$ cat src/vsr_pkg.sv
// Shared types and constants of the voice superframe repair unit.
`timescale 1ns / 1ps

package vsr_pkg;

	// Default superframe length in frames.
	localparam int FRAMES_DEFAULT = 21;

	// Width of the sequence counter.
	localparam int SEQ_W = 7;

	// Depth of the command queue between the front and back parts.
	localparam int QUEUE_DEPTH = 2;

	// Frame kinds on the input side.
	typedef enum logic [1:0] {
		OP_HEADER = 2'd0,
		OP_VOICE  = 2'd1,
		OP_END    = 2'd2,
		OP_LOST   = 2'd3
	} op_t;

	// Voice patterns and control codes.
	localparam logic [31:0] PAT_HIGH    = 32'h9E8D3288;
	localparam logic [63:0] SYNC_LOW    = 64'h261A3F61E8552D16;
	localparam logic [63:0] SILENCE_LOW = 64'h261A3F61E8704F93;
	localparam logic [23:0] SYNC_TEXT   = 24'h552D16;
	localparam logic [7:0]  CTRL_HEADER = 8'h80;
	localparam logic [SEQ_W-1:0] SEQ_END_MARK = 7'h40;

	// Register map.
	localparam logic REG_MODULE_INDEX = 1'b0;

	// Module index codes.
	localparam logic [1:0] MOD_B = 2'd1;
	localparam logic [1:0] MOD_C = 2'd2;
	localparam logic [1:0] CODE_OTHER = 2'd3;

	// One command from the front part: an optional sync frame, an optional run of
	// silence frames, then the final frame of the item.
	typedef struct packed {
		logic             is_header;
		logic [15:0]      tag;
		logic             pre_sync;
		logic             do_fill;
		logic [SEQ_W-1:0] fill_seq;
		logic [7:0]       final_ctrl;
		logic [31:0]      final_high;
		logic [63:0]      final_low;
	} cmd_t;

endpackage

$ cat src/vsr_front.sv
// Front part: accepts items, tracks the stream state and classifies each item.
`timescale 1ns / 1ps

module vsr_front #(
	parameter int FRAMES_PER_SUPERFRAME = vsr_pkg::FRAMES_DEFAULT
) (
	input  logic                  clk,
	input  logic                  arst_n,
	input  logic                  accept,
	input  logic [1:0]            opcode,
	input  logic [23:0]           sync_text,
	input  logic [31:0]           voice_high,
	input  logic [63:0]           voice_low,
	input  logic [15:0]           new_stream_id,
	output logic                  cmd_push,
	output vsr_pkg::cmd_t         cmd
);

	localparam logic [vsr_pkg::SEQ_W-1:0] FRAMES =
		vsr_pkg::SEQ_W'(FRAMES_PER_SUPERFRAME);

	logic                        active_q;
	logic                        awaiting_q;
	logic [vsr_pkg::SEQ_W-1:0]   seq_q;
	logic [15:0]                 tag_q;

	logic                        active_d;
	logic                        awaiting_d;
	logic [vsr_pkg::SEQ_W-1:0]   seq_d;
	logic [15:0]                 tag_d;
	logic                        emits;
	logic                        is_sync;
	logic [vsr_pkg::SEQ_W-1:0]   voice_seq;
	logic [vsr_pkg::SEQ_W-1:0]   close_seq;

	// Work out the whole effect of one item on the stream state in closed form.
	always_comb begin
		active_d   = active_q;
		awaiting_d = awaiting_q;
		seq_d      = seq_q;
		tag_d      = tag_q;
		emits      = 1'b0;
		is_sync    = (sync_text == vsr_pkg::SYNC_TEXT);
		voice_seq  = seq_q;
		close_seq  = seq_q | vsr_pkg::SEQ_END_MARK;

		cmd            = '0;
		cmd.tag        = tag_q;
		cmd.fill_seq   = seq_q;

		case (vsr_pkg::op_t'(opcode))
			vsr_pkg::OP_HEADER: begin
				emits          = 1'b1;
				cmd.is_header  = 1'b1;
				cmd.tag        = new_stream_id;
				cmd.final_ctrl = vsr_pkg::CTRL_HEADER;
				active_d       = 1'b1;
				awaiting_d     = 1'b1;
				seq_d          = FRAMES;
				tag_d          = new_stream_id;
			end
			vsr_pkg::OP_VOICE: begin
				emits = active_q;
				if (is_sync) begin
					// A sync frame closes out the superframe with silence.
					cmd.do_fill = (seq_q < FRAMES);
					voice_seq   = '0;
				end else if (awaiting_q || seq_q >= FRAMES) begin
					// Missing sync: insert one and start at sequence one.
					cmd.pre_sync = 1'b1;
					voice_seq    = vsr_pkg::SEQ_W'(1);
				end
				cmd.final_ctrl = {1'b0, voice_seq};
				cmd.final_high = voice_high;
				cmd.final_low  = voice_low;
				if (active_q) begin
					awaiting_d = 1'b0;
					seq_d      = voice_seq + vsr_pkg::SEQ_W'(1);
				end
			end
			default: begin
				// End of transmission or lost frame: one closing frame.
				emits          = active_q;
				cmd.final_ctrl = {1'b0, close_seq};
				cmd.final_high = vsr_pkg::PAT_HIGH;
				cmd.final_low  = (seq_q == '0) ? vsr_pkg::SYNC_LOW : vsr_pkg::SILENCE_LOW;
				if (active_q) begin
					seq_d    = close_seq + vsr_pkg::SEQ_W'(1);
					active_d = 1'b0;
				end
			end
		endcase
	end

	assign cmd_push = accept && emits;

	// Stream state.
	always_ff @(posedge clk or negedge arst_n) begin
		if (!arst_n) begin
			active_q   <= 1'b0;
			awaiting_q <= 1'b0;
			seq_q      <= FRAMES;
			tag_q      <= '0;
		end else if (accept) begin
			active_q   <= active_d;
			awaiting_q <= awaiting_d;
			seq_q      <= seq_d;
			tag_q      <= tag_d;
		end
	end

endmodule

$ cat src/vsr_cmd_queue.sv
// Short command queue between the front and back parts.
`timescale 1ns / 1ps

module vsr_cmd_queue (
	input  logic          clk,
	input  logic          arst_n,
	input  logic          push,
	input  vsr_pkg::cmd_t push_data,
	output logic          full,
	input  logic          pop,
	output logic          head_valid,
	output vsr_pkg::cmd_t head
);

	localparam int PTR_W = (vsr_pkg::QUEUE_DEPTH > 1) ? $clog2(vsr_pkg::QUEUE_DEPTH) : 1;
	localparam int CNT_W = $clog2(vsr_pkg::QUEUE_DEPTH + 1);
	localparam logic [PTR_W-1:0] LAST_PTR = PTR_W'(vsr_pkg::QUEUE_DEPTH - 1);
	localparam logic [CNT_W-1:0] DEPTH_CNT = CNT_W'(vsr_pkg::QUEUE_DEPTH);

	vsr_pkg::cmd_t      entry_q [vsr_pkg::QUEUE_DEPTH];
	logic [PTR_W-1:0]   wr_ptr_q;
	logic [PTR_W-1:0]   rd_ptr_q;
	logic [CNT_W-1:0]   count_q;
	logic               do_push;
	logic               do_pop;

	assign full       = (count_q == DEPTH_CNT);
	assign head_valid = (count_q != '0);
	assign head       = entry_q[rd_ptr_q];
	assign do_push    = push && !full;
	assign do_pop     = pop && head_valid;

	// Storage.
	always_ff @(posedge clk) begin
		if (do_push) begin
			entry_q[wr_ptr_q] <= push_data;
		end
	end

	// Pointers and fill count.
	always_ff @(posedge clk or negedge arst_n) begin
		if (!arst_n) begin
			wr_ptr_q <= '0;
			rd_ptr_q <= '0;
			count_q  <= '0;
		end else begin
			if (do_push) begin
				wr_ptr_q <= (wr_ptr_q == LAST_PTR) ? '0 : wr_ptr_q + PTR_W'(1);
			end
			if (do_pop) begin
				rd_ptr_q <= (rd_ptr_q == LAST_PTR) ? '0 : rd_ptr_q + PTR_W'(1);
			end
			if (do_push && !do_pop) begin
				count_q <= count_q + CNT_W'(1);
			end else if (do_pop && !do_push) begin
				count_q <= count_q - CNT_W'(1);
			end
		end
	end

endmodule

$ cat src/vsr_back.sv
// Back part: expands each command into result items, one per cycle while the results are popped.
`timescale 1ns / 1ps

module vsr_back #(
	parameter int FRAMES_PER_SUPERFRAME = vsr_pkg::FRAMES_DEFAULT
) (
	input  logic          clk,
	input  logic          arst_n,
	input  logic          head_valid,
	input  vsr_pkg::cmd_t head,
	output logic          head_pop,
	input  logic [1:0]    module_code_in,
	input  logic          pop,
	output logic          empty,
	output logic          is_header,
	output logic [15:0]   stream_tag,
	output logic [1:0]    module_code,
	output logic [7:0]    ctrl_code,
	output logic [31:0]   payload_high,
	output logic [63:0]   payload_low,
	output logic          last_of_run
);

	localparam logic [vsr_pkg::SEQ_W-1:0] FRAMES =
		vsr_pkg::SEQ_W'(FRAMES_PER_SUPERFRAME);

	typedef enum logic [1:0] {
		PH_START,
		PH_SYNC,
		PH_FILL,
		PH_FINAL
	} phase_t;

	phase_t                     phase_q;
	phase_t                     cur_phase;
	phase_t                     next_phase;
	logic [vsr_pkg::SEQ_W-1:0]  seq_q;
	logic [vsr_pkg::SEQ_W-1:0]  cur_seq;
	logic [vsr_pkg::SEQ_W-1:0]  seq_inc;
	logic                       out_valid_q;
	logic                       step;

	assign empty = !out_valid_q;
	assign step  = head_valid && (!out_valid_q || pop);

	// Pick the current phase; a fresh command starts at its first part.
	always_comb begin
		if (phase_q == PH_START) begin
			cur_seq = head.fill_seq;
			if (head.pre_sync) begin
				cur_phase = PH_SYNC;
			end else if (head.do_fill) begin
				cur_phase = PH_FILL;
			end else begin
				cur_phase = PH_FINAL;
			end
		end else begin
			cur_seq   = seq_q;
			cur_phase = phase_q;
		end
		seq_inc = cur_seq + vsr_pkg::SEQ_W'(1);

		case (cur_phase)
			PH_SYNC:  next_phase = PH_FINAL;
			PH_FILL:  next_phase = (seq_inc < FRAMES) ? PH_FILL : PH_FINAL;
			default:  next_phase = PH_START;
		endcase
	end

	assign head_pop = step && (next_phase == PH_START);

	// Expansion state and the output register.
	always_ff @(posedge clk or negedge arst_n) begin
		if (!arst_n) begin
			phase_q      <= PH_START;
			seq_q        <= '0;
			out_valid_q  <= 1'b0;
			is_header    <= 1'b0;
			stream_tag   <= '0;
			module_code  <= '0;
			ctrl_code    <= '0;
			payload_high <= '0;
			payload_low  <= '0;
			last_of_run  <= 1'b0;
		end else if (step) begin
			phase_q     <= next_phase;
			seq_q       <= seq_inc;
			out_valid_q <= 1'b1;
			stream_tag  <= head.tag;
			module_code <= module_code_in;
			case (cur_phase)
				PH_SYNC: begin
					is_header    <= 1'b0;
					ctrl_code    <= '0;
					payload_high <= vsr_pkg::PAT_HIGH;
					payload_low  <= vsr_pkg::SYNC_LOW;
					last_of_run  <= 1'b0;
				end
				PH_FILL: begin
					is_header    <= 1'b0;
					ctrl_code    <= {1'b0, cur_seq};
					payload_high <= vsr_pkg::PAT_HIGH;
					payload_low  <= vsr_pkg::SILENCE_LOW;
					last_of_run  <= 1'b0;
				end
				default: begin
					is_header    <= head.is_header;
					ctrl_code    <= head.final_ctrl;
					payload_high <= head.final_high;
					payload_low  <= head.final_low;
					last_of_run  <= 1'b1;
				end
			endcase
		end else if (pop) begin
			out_valid_q <= 1'b0;
		end
	end

endmodule

$ cat src/voice_superframe_repair_unit.sv
// Top level of the voice superframe repair unit.
`timescale 1ns / 1ps

// Renumbers radio voice frames into superframes. Header, voice, end and lost
// frames enter through a queue-style push port; result items leave through a
// queue-style pop port. The front part classifies each item in the cycle it is
// accepted and queues one command, unless the frame lies outside a stream; the
// back part then delivers one result item per cycle while results are popped.
// An item gives one result for a header, end or lost frame, and up to
// FRAMES_PER_SUPERFRAME for a sync voice frame that pads a superframe with
// silence (twenty silence frames and the voice frame itself with the default
// of 21). Frames outside a stream are taken and give no result. The
// module_index register sits at byte address 0 of the configuration port.

module voice_superframe_repair_unit #(
	parameter int FRAMES_PER_SUPERFRAME = vsr_pkg::FRAMES_DEFAULT
) (
	input  logic         clk,
	input  logic         arst_n,
	// Configuration port.
	input  logic         psel,
	input  logic         penable,
	input  logic         pwrite,
	input  logic [2:0]   paddr,
	input  logic [31:0]  pwdata,
	output logic [31:0]  prdata,
	output logic         pready,
	// Input side.
	input  logic         push,
	output logic         full,
	input  logic [1:0]   opcode,
	input  logic [23:0]  sync_text,
	input  logic [31:0]  voice_high,
	input  logic [63:0]  voice_low,
	input  logic [15:0]  new_stream_id,
	// Result side.
	output logic         empty,
	input  logic         pop,
	output logic         is_header,
	output logic [15:0]  stream_tag,
	output logic [1:0]   module_code,
	output logic [7:0]   ctrl_code,
	output logic [31:0]  payload_high,
	output logic [63:0]  payload_low,
	output logic         last_of_run
);

	logic [1:0]     module_index_q;
	logic [1:0]     module_code_cur;
	logic           accept;
	logic           cmd_push;
	vsr_pkg::cmd_t  cmd;
	logic           head_valid;
	logic           head_pop;
	vsr_pkg::cmd_t  head;

	// Configuration register.
	assign pready = 1'b1;
	always_ff @(posedge clk or negedge arst_n) begin
		if (!arst_n) begin
			module_index_q <= '0;
		end else if (psel && penable && pwrite && pready
				&& paddr[2] == vsr_pkg::REG_MODULE_INDEX) begin
			module_index_q <= pwdata[1:0];
		end
	end
	assign prdata = (paddr[2] == vsr_pkg::REG_MODULE_INDEX) ? {30'b0, module_index_q} : '0;

	// Module code from the module index.
	always_comb begin
		case (module_index_q)
			vsr_pkg::MOD_B: module_code_cur = vsr_pkg::MOD_B;
			vsr_pkg::MOD_C: module_code_cur = vsr_pkg::MOD_C;
			default:        module_code_cur = vsr_pkg::CODE_OTHER;
		endcase
	end

	assign accept = push && !full;

	vsr_front #(
		.FRAMES_PER_SUPERFRAME(FRAMES_PER_SUPERFRAME)
	) u_front (
		.clk          (clk),
		.arst_n       (arst_n),
		.accept       (accept),
		.opcode       (opcode),
		.sync_text    (sync_text),
		.voice_high   (voice_high),
		.voice_low    (voice_low),
		.new_stream_id(new_stream_id),
		.cmd_push     (cmd_push),
		.cmd          (cmd)
	);

	vsr_cmd_queue u_queue (
		.clk       (clk),
		.arst_n    (arst_n),
		.push      (cmd_push),
		.push_data (cmd),
		.full      (full),
		.pop       (head_pop),
		.head_valid(head_valid),
		.head      (head)
	);

	vsr_back #(
		.FRAMES_PER_SUPERFRAME(FRAMES_PER_SUPERFRAME)
	) u_back (
		.clk           (clk),
		.arst_n        (arst_n),
		.head_valid    (head_valid),
		.head          (head),
		.head_pop      (head_pop),
		.module_code_in(module_code_cur),
		.pop           (pop),
		.empty         (empty),
		.is_header     (is_header),
		.stream_tag    (stream_tag),
		.module_code   (module_code),
		.ctrl_code     (ctrl_code),
		.payload_high  (payload_high),
		.payload_low   (payload_low),
		.last_of_run   (last_of_run)
	);

endmodule
$ cat config.mk
export PLATFORM = sky130hd
export DESIGN_NAME = voice_superframe_repair_unit
export DESIGN_NICKNAME = d
export VERILOG_FILES = /design/src/vsr_pkg.sv /design/src/vsr_front.sv /design/src/vsr_cmd_queue.sv /design/src/vsr_back.sv /design/src/voice_superframe_repair_unit.sv
export SDC_FILE = /design/constraint.sdc
export NUM_CORES = 1
export LEC_CHECK = 0
export ABC_AREA = 0
export BUFFER_PORTS_ARGS = -buffer_cell sky130_fd_sc_hd__buf_2
export CAP_MARGIN = 20
export CORE_ASPECT_RATIO = 1.4
export CORE_MARGIN = 2
export CORE_UTILIZATION = 30
export CTS_CLUSTER_DIAMETER = 80
export DETAILED_ROUTE_END_ITERATION = 6
export PLACE_DENSITY = 0.57
export SLEW_MARGIN = 20
export SYNTH_ARGS = -nofsm -noshare
export SYNTH_HDL_FRONTEND = slang
export SYNTH_SLANG_ARGS = --single-unit
$ cat constraint.sdc
create_clock -name clk -period 9.62 [get_ports clk]
set_input_delay 0.481 -clock clk [delete_from_list [all_inputs] [get_ports clk]]
set_output_delay 0.481 -clock clk [all_outputs]
set_load 0.005 [all_outputs]
Yosys cells after proc, flatten, opt, wreduce, memory -nomap -nowiden
Memories as Yosys holds them, arrays and structs flattened.
Index checks and enable logic that the tools add are counted.
Widths: inputs -> output; s select.
Word-level totals
  register bits: 165
  bits in latches: 0
  RAM bits: 260
  memory bits (read-only): 0
  bits of input ports: 180
  output and inout bits: 159
  word-level logic and storage cells: 109
  memories: 1
Memory list
  u_queue.entry_q: words 2, bits a word 130, read ports 1, clocked after Yosys merged registers in 0, write ports 1, line vsr_cmd_queue.sv:20  | vsr_pkg::cmd_t entry_q [vsr_pkg::QUEUE_DEPTH];
Operators by class
  add/sub/neg operators: 7
  $mul: 0
  divide/modulo/power cells: 0
  $lt $le $gt $ge: 3
  equality and inequality tests: 8
  shifts and indexed selects: 0
  muxes and demuxes: 39
  bitwise logic cells: 2
  reduce and logical (&&, ||, !) cells: 31
Operator list (count)
  $pmux 96 s2: 1
  $pmux 64 s2: 1
  $mux 7: 6
  $mux 32: 1
  $pmux 8 s2: 2
  $eq 24x23->1 const B: 1
  $mux 22: 1
  $add 7x1->7 const B: 3
  $mux 17: 1
  $mux 1: 15
  $lt 7x5->1 const B: 2
  $pmux 7 s2: 1
  $mux 2: 6
  $logic_and 1x1->1: 11
  $reduce_bool 2->1: 5
  $pmux 2 s2: 2
  $ge 7x5->1 const B: 1
  $logic_not 7->1: 1
  $eq 2x1->1 const B: 3
  $eq 2x2->1 const B: 3
  $logic_not 2->1: 3
  $reduce_and 3->1: 2
  $logic_not 1->1: 4
  $pmux 1 s2: 2
  other kinds (8): 12

Depth between registers and ports, before layout
Gate-level depths: netlist of the first run.
  depth in word-level cells: 12
  mapped depth: 14

By module
A second synthesis of the first run with hierarchy kept.
Second synthesis, totals
  cell total of the unflattened synthesis: 1404
  area total of the unflattened synthesis: 18366.4 sq um
Modules (own cells, without submodules)
  vsr_cmd_queue: instances 1, cells each 424, area each 9954.5 sq um, seq. area each 7907.6 sq um
  vsr_back: instances 1, cells each 628, area each 5640.4 sq um, seq. area each 3353.2 sq um
  vsr_front: instances 1, cells each 309, area each 2391.0 sq um, seq. area each 629.4 sq um
  voice_superframe_repair_unit: instances 1, cells each 43, area each 380.4 sq um, seq. area each 50.0 sq um

Worst setup path after synthesis of the first run
OpenSTA, ideal clock, no wires.
  path type: input to register
  from: input opcode[0]
  to: memory u_queue.entry_q[0][0] (netlist name), enable pin
  arrival: 6444 ps
  data required time: 9001 ps
  path slack: 2558 ps
  cell stages on the path: 5
  cell sequence: buf_2 nor2_1 buf_2 o21ai_2 nor2_1
Between the ends
  word-level cells in the longest chain between the ends: 6
RTL lines
  start: declaration: line voice_superframe_repair_unit.sv:31  | input logic [1:0] opcode,
  $logic_not 2->1: line vsr_front.sv:51  | case (vsr_pkg::op_t'(opcode))
  $mux 1: line vsr_front.sv:51
  $logic_and 1x1->1: line vsr_front.sv:95  | assign cmd_push = accept && emits;
  $logic_and 1x1->1: line vsr_cmd_queue.sv:30  | assign do_push = push && !full;
  $mux 1: line vsr_cmd_queue.sv:35  | if (do_push) begin
  $mux 1 (not written as such): line vsr_cmd_queue.sv:36  | entry_q[wr_ptr_q] <= push_data;
  end: declaration: line vsr_cmd_queue.sv:20
Every way passes these cells.

Worst setup path in the final report of the first run
  from: register u_queue.count_q[1]
  to: memory u_queue.entry_q[0][1] (netlist name), enable pin
Between the ends
  word-level cells in the longest chain between the ends: 7
RTL lines
  start: declaration: line vsr_cmd_queue.sv:23  | logic [CNT_W-1:0] count_q;
  start signal: assignment: line vsr_cmd_queue.sv:54  | count_q <= count_q + CNT_W'(1);
  start signal: assignment: line vsr_cmd_queue.sv:56  | count_q <= count_q - CNT_W'(1);
  $eq 2x2->1 *: line vsr_cmd_queue.sv:27  | assign full = (count_q == DEPTH_CNT);
  $logic_not 1->1 *: line vsr_cmd_queue.sv:30, voice_superframe_repair_unit.sv:78
  $logic_and 1x1->1: line voice_superframe_repair_unit.sv:78  | assign accept = push && !full;
  $logic_and 1x1->1: line vsr_front.sv:95
  $logic_and 1x1->1 *: line vsr_cmd_queue.sv:30
  $mux 1 *: line vsr_cmd_queue.sv:35
  $mux 1 (not written as such) *: line vsr_cmd_queue.sv:36
Every way passes the cells marked *; elsewhere a longest branch is shown, timed or not.

==> results of run 1 <==
-- cell type report --
type / instances / share of cell area, %
Timing Repair Buffer: 294 / 7.45
Tap cell: 742 / 4.46
Antenna cell: 4 / 0.0481
Inverter: 14 / 0.258
Sequential cell: 422 / 57.0
Multi-Input combinational cell: 753 / 23.4
Clock inverter: 23 / 1.48
Clock buffer: 58 / 5.93
-- state kept, by name (all words and copies together), names as in the netlist, 7 cells and up --
register and flops:
u_back.ctrl_code 8, u_back.payload_low 64, u_back.stream_tag 16, u_front.tag_q 16, u_front.seq_q 7, u_queue.entry_q 258
u_back.seq_q 7, u_back.payload_high 32
-- cells by family after synthesis --
family                     after synthesis  share of synthesized area, %
and+or+nand+nor                        346                          9.03
xor gates and xnor gates                10                         0.508
buffers and inverters                  131                          3.85
muxes                                  162                          9.64
DFF                                    422                          68.7
AOI/OAI and AO/OA                      199                          7.86
adders and majority gates                5                         0.363
other                                    2                        0.0435
-- per-layer routing --
layer / wire length (um) / up-vias / part of all wire, % / global-route usage [%]
met2: 21200 / 286 / 50 / 24.7
met3: 2780 / 88 / 6.6 / 3.96
li1: - / 5086 / - / -
met5: 103 / - / 0.24 / 0
met1: 16800 / 5375 / 40 / 15.8
met4: 1250 / 18 / 3.0 / 5.43
-- synthesized netlist by cell type (3+ instances only) --
master / instances / area, um2
and3_1: 48 / 300
nor2_1: 71 / 267
a21oi_1: 17 / 85.1
buf_4: 35 / 263
mux2_2: 34 / 383
o31ai_1: 48 / 360
o22a_1: 3 / 26.3
or2_2: 3 / 18.8
ha_1: 5 / 62.6
edfxtp_1: 258 / 7750
xnor2_1: 7 / 61.3
dfrtp_1: 161 / 4030
a31oi_1: 45 / 282
nand2_1: 186 / 698
buf_2: 26 / 130
clkbuf_1: 50 / 188
inv_1: 12 / 45.0
o21a_1: 4 / 30.0
a21o_1: 16 / 120
nor3_1: 4 / 20.0
dfstp_2: 3 / 78.8
o21ai_0: 39 / 195
and2_1: 7 / 43.8
mux2i_1: 128 / 1280
nor4bb_1: 3 / 30.0
xor2_1: 3 / 26.3
nand3_1: 5 / 25.0
buf_1: 5 / 18.8
a211oi_1: 10 / 75.1
nor2b_1: 4 / 25.0
-- how the worst max path moves through the flow --
stage                                   start                          endpoint
2_1_floorplan                       opcode[0]   u_queue.entry_q[0][0]$_DFFE_PP_
3_3_place_gp   u_queue.count_q[1]$_DFFE_PN0P_  u_queue.entry_q[0][10]$_DFFE_PP_
3_5_place_dp   u_queue.count_q[1]$_DFFE_PN0P_  u_queue.entry_q[0][10]$_DFFE_PP_
4_1_cts        u_queue.count_q[1]$_DFFE_PN0P_  u_queue.entry_q[0][18]$_DFFE_PP_
5_1_grt        u_queue.count_q[0]$_DFFE_PN0P_  u_queue.entry_q[0][18]$_DFFE_PP_
6_report       u_queue.count_q[1]$_DFFE_PN0P_   u_queue.entry_q[0][1]$_DFFE_PP_
-- what timing repair did --
| action | CTS | global route |
|---|---|---|
| hold buffers | 1 | 0 |
| endpoints found under the hold margin | 64 | 0 |
| buffers inserted | 0 | 0 |
-- critical path: cells and delay by family (launching register included) --
family | cells | cell delay [ns]
AOI/OAI and AO/OA | 1 | 0.25
buffers and inverters | 2 | 1.51
DFF | 1 | 0.45
and+or+nand+nor | 3 | 1.26
-- power by group through the flow --
stage	sequential [mW]	combinational, mW	clock (mW)
3_3_place_gp	2.78	2.05	0
4_1_cts	2.76	2.10	1.87
5_1_grt	2.82	2.30	1.93
3_5_place_dp	2.80	2.10	0
2_1_floorplan	2.76	1.41	0
6_report	2.76	2.06	1.81
-- through the flow --
stage / utilization [%] / instance area, um2
after floorplan: - / 17400
after global placement: 33.7 / 19200
after detailed placement: 33.7 / 19200
after CTS: 36.4 / 20800
after global routing: 36.4 / 20800
final: 36.4 / 20800
==> qor.csv, run 1 <==
metric;value;unit
wl_per_cell;18.3;um
grt_pass1_wl;63.4;mm
slew_viol_final;0;
dp_hpwl;26.2;mm
seq_area_frac_synth;68.7;%
core;57100;um2
synth_edf_count;258;
drtIter0Drc;599;
vdd_drop_max;0.227;mV
async_flop_share;38.9;%
crit_type;flip-flop to flip-flop;
hold_ws;0.151;ns
port_buffers;275;
yosys.cell_types.count;60;
hold-path-endpoint;module_index_q[1]$_DFFE_PN0P_;
crit_path_max_fanout;66;
cts_buffer_depth;3;
layout_commonest_cell;buf_2;
fmax;0.252;GHz
clk_pin_slew;0.06;ns
grt_max_degree;90;
setup_violations;0;
ff_latch_area;11900;um2
area_growth;20.7;%
cts_resized;0;
fp.dieW;207;um
first_global_vias;11300;
grt_usage;14.0;%
min_period;3.96;ns
layout-drive-gt1-share;27.2;%
start_kind;flip-flop;
comb_power_share;31.1;%
die_area;59500;um2
grt-ovfl-total;0;
synthesis.area;17300;um2
gp_congestion;0.761;
drc;0;
fin_ws;5.66;ns
vias;10900;
totalWireLength;42.2;mm
seqPwrFrac;41.6;%
antenna_left;0;
status;completed;
p_clk_share;27.3;%
p_int;4.37;mW
final_cell_mix;274 x buf_2, 258 x edfxtp_1, 186 x nand2_1;
start_util;30.2;%
path_cells;nor2b_1 > nor2b_1 > o21ai_2 > nor2_4 > buf_4 > buf_4;
fin_cells;2310;
yosys_register_bits;422;
cts_tree;done;
nFillCells;5537;
die_h;288;um
hold_path_depth;2;
dpl.cell_count;2223;
switchingPower;2.25;mW
reg2regPathDepth;6;
maxCapViolCount;0;
finalNetCount;1714;
vias_per_cell;4.70;
cpMaxStageDelayCell;buf_4;
arrival;4.16;ns
worstHoldPathType;input pin to flip-flop;
power_density;318;nW/um2
cts_made_buffers;44;
p_leak;8.74;nW
multi_input_area;4880;um2
rr_startpoint;u_queue.count_q[1]$_DFFE_PN0P_;
pin_count;339;
drt-pass1-iter-count;6;
synth_warnings;0;
total_power;6.62;mW
preCtsSetupSlack;5.55;ns
r2r_slack;5.66;ns
r2r-end;u_queue.entry_q[0][1]$_DFFE_PP_;
row_count;104;
max_slew_margin;22.8;%
antenna_found_initial;14;
swShare;34.0;%
cts_htree_levels;2;
min-delay-start;pwdata[1];
synth_cells;1277;
synth-main-ff-cell;edfxtp_1;
clockRootBuffer;clkbuf_16;
clkLatencyLatePin;0.57;ns
hold_viol;0;
rsz0062_at_grt;no;
crit_path_end_kind;flip-flop;
clock_sinks;422;
cp_data_required_time;9.82;ns
tns;0;ns
min_period_over_period;41.2;%
tightest_slew;1.16;ns
avgSynthCellArea;13.5;um2
slowest_delay;0.89;ns
fin_skew;0.0159;ns
Note: power is estimated with default switching activity, not from simulation.
==> run 2, diff against run 1 <==
--- a/config.mk
+++ b/config.mk
@@ -5,7 +5,7 @@
 export SDC_FILE = /design/constraint.sdc
 export NUM_CORES = 1
 export LEC_CHECK = 0
-export ABC_AREA = 0
+export ABC_AREA = 1
 export BUFFER_PORTS_ARGS = -buffer_cell sky130_fd_sc_hd__buf_2
 export CAP_MARGIN = 20
 export CORE_ASPECT_RATIO = 1.4
==> constraint.sdc (replaced) <==
create_clock -name clk -period 3.7 [get_ports clk]
set_input_delay 0.185 -clock clk [delete_from_list [all_inputs] [get_ports clk]]
set_output_delay 0.185 -clock clk [all_outputs]
set_load 0.005 [all_outputs]
==> run 2 against run 1 <==
Clock skew up 0.018 ns. Critical path depth rose by 6. Register-to-register slack got worse by 4.7 ns. Final area up 5.3%. Fmax increased by 46%. Power grew to 2.6 times the previous value. Global-route usage grew 0.56 points. Worst setup slack got worse by 4.7 ns. Non-clock buffer count grew 122. Count of clock-buffer cells in the layout is 1 lower. Largest cell class unchanged.
==> qor.csv, run 2 <==
metric;value;unit
status;completed;
grt_pass1_wl;66.8;mm
yosys.cell_types.count;38;
yosys_register_bits;422;
tightest_slew;1.00;ns
hold_ws;0.0450;ns
max_slew_margin;32.9;%
cts_tree;done;
r2r_slack;0.99;ns
die_h;287;um
drtIter0Drc;460;
hold_path_depth;4;
utilization;38.8;%
slew_viol_final;0;
port_buffers;275;
synth-main-ff-cell;edfxtp_1;
first_global_vias;12500;
clock_sinks;422;
hold_viol;0;
ff_latch_area;11900;um2
start_util;30.4;%
power_density;781;nW/um2
layout-drive-gt1-share;20.6;%
min-delay-start;push;
cts_buffer_depth;3;
cts_made_buffers;44;
rr_startpoint;u_queue.rd_ptr_q$_DFFE_PN0P_;
dpl.cell_count;2513;
layout_commonest_cell;nand2_1;
synth.most_common_cell;nand2_1;
setup_violations;0;
synthesis.area;17200;um2
synth_cells;1559;
synth_top_cell_area_share;45.0;%
min_period_over_period;73.3;%
fmax;0.369;GHz
reg2regPathDepth;12;
fp.dieW;206;um
r2r-end;u_back.payload_low[14]$_DFFE_PN0P_;
area_growth;27.4;%
maxCapViolCount;0;
crit_type;flip-flop to flip-flop;
grt_usage;14.5;%
tns;0;ns
clkLatencyLatePin;0.57;ns
gp_congestion;0.807;
fin_cells;2715;
final_cell_mix;390 x nand2_1, 274 x buf_2, 258 x edfxtp_1;
cts_resized;0;
vias_per_cell;4.45;
wl_per_cell;15.9;um
async_flop_share;38.9;%
rsz0062_at_grt;no;
p_leak;9.45;nW
vias;12100;
grt-ovfl-total;0;
dp_hpwl;26.2;mm
multi_input_area;4420;um2
synth_top_area_cell;edfxtp_1;
hold-path-endpoint;u_front.active_q$_DFFE_PN0P_;
antenna_left;0;
vdd_drop_max;0.454;mV
fin_skew;0.0337;ns
totalWireLength;43.2;mm
synthTopCellsByCount;390 x nand2_1, 258 x edfxtp_1, 198 x nor2_1;
top_register;u_queue.entry_q;
num_antenna_cells;0;
cts_htree_levels;2;
largest_reg_flops;258;
top_regs;u_queue.entry_q: 258 flops, u_back.payload_low: 64 flops, u_back.payload_high: 32 flops;
antenna_found_initial;1;
finalNetCount;2129;
arrival;3.15;ns
synth_warnings;0;
row_count;103;
clk_pin_slew;0.06;ns
crit_path_end_kind;flip-flop;
die_area;59300;um2
seq_area_frac_synth;68.9;%
worstHoldPathType;input pin to flip-flop;
drc;0;
start_kind;flip-flop;
cp_data_required_time;4.13;ns
avgSynthCellArea;11.0;um2
grt_max_degree;120;
nFillCells;5483;
synth_edf_count;258;
synth_area_leaders;edfxtp_1 45%, dfrtp_1 23%, nand2_1 8.5%;
crit_path_max_fanout;27;
drt-pass1-iter-count;5;
core;56600;um2
clockRootBuffer;clkbuf_16;
min_period;2.71;ns
pin_count;339;
## run 2: what timing repair did
| item | CTS | global route |
|---|---|---|
| hold endpoints to repair | 276 | 0 |
| hold buffers | 120 | 0 |
| setup buffers | 0 | 0 |
## run 2: metrics by stage
stage	worst slack (ns)	area (um2)	power (mW)
floorplan	0.517	17300	10.7
global placement	0.955	19300	12.6
detailed placement	0.967	19300	12.8
CTS	0.959	21900	17.4
global route	0.738	21900	18.4
finish	0.989	21900	17.1
## run 2: where the power goes
part | total, mW | switching [mW] | internal [mW]
Clock | 4.43 | 1.86 | 2.57
Sequential | 7.11 | 0.593 | 6.52
Combinational | 5.60 | 3.66 | 1.94
Total | 17.1 | 6.12 | 11.0
## run 2: cell families (layout without fill, tap and decap cells)
family | count (synthesis) | after routing | share of synthesized area (%)
simple gates | 644 | 644 | 15.0
flops | 422 | 422 | 68.9
buf+inv | 233 | 625 | 6.23
compound gates | 199 | 199 | 6.36
mux | 49 | 49 | 2.85
fa+ha+maj | 5 | 5 | 0.363
xor+xnor | 5 | 5 | 0.298
other cells | 2 | 31 | 0.0436
## run 2: critical path, cell delays in order (launching register included)
cell and delay (ns):
dfrtp_4 0.57, inv_4 0.29, nand2_1 0.09, nand3_1 0.08
inv_1 0.05, a22oi_1 0.18, ha_1 0.18, clkinv_1 0.15
buf_4 0.25, nand2_1 0.09, inv_1 0.14, nor2_1 0.37
a21oi_1 0.13
## run 2: worst max-delay path by stage
stage / from / end / slack [ns]
detailed placement: u_queue.rd_ptr_q$_DFFE_PN0P_ / u_back.ctrl_code[0]$_DFFE_PN0P_ / 0.97
global route: u_queue.rd_ptr_q$_DFFE_PN0P_ / u_back.ctrl_code[0]$_DFFE_PN0P_ / 0.74
floorplan: u_queue.count_q[1]$_DFFE_PN0P_ / u_queue.entry_q[1][0]$_DFFE_PP_ / 0.52
global placement: u_queue.rd_ptr_q$_DFFE_PN0P_ / u_back.ctrl_code[0]$_DFFE_PN0P_ / 0.96
CTS: u_queue.rd_ptr_q$_DFFE_PN0P_ / u_back.ctrl_code[0]$_DFFE_PN0P_ / 0.96
finish: u_queue.rd_ptr_q$_DFFE_PN0P_ / u_back.payload_low[14]$_DFFE_PN0P_ / 0.99
## run 2: final cells by class
| type | count | share of cell area, % |
|---|---|---|
| Sequential cell | 422 | 54.1 |
| Multi-Input combinational cell | 933 | 20.2 |
| Timing Repair Buffer | 416 | 12.7 |
| Clock buffer | 57 | 5.57 |
| Tap cell | 735 | 4.19 |
| Inverter | 127 | 2.19 |
| Clock inverter | 25 | 1.07 |
## run 2: routing by layer
metal / part of all wire [%] / routed length [um] / GRT usage [%] / up-vias
li1: - / - / - / 5902
met1: 40 / 17300 / 16.4 / 5797
met2: 52 / 22500 / 26.9 / 318
met3: 5.2 / 2230 / 3.03 / 67
met4: 2.6 / 1140 / 5.11 / 2
met5: 0.030 / 13 / 0 / -
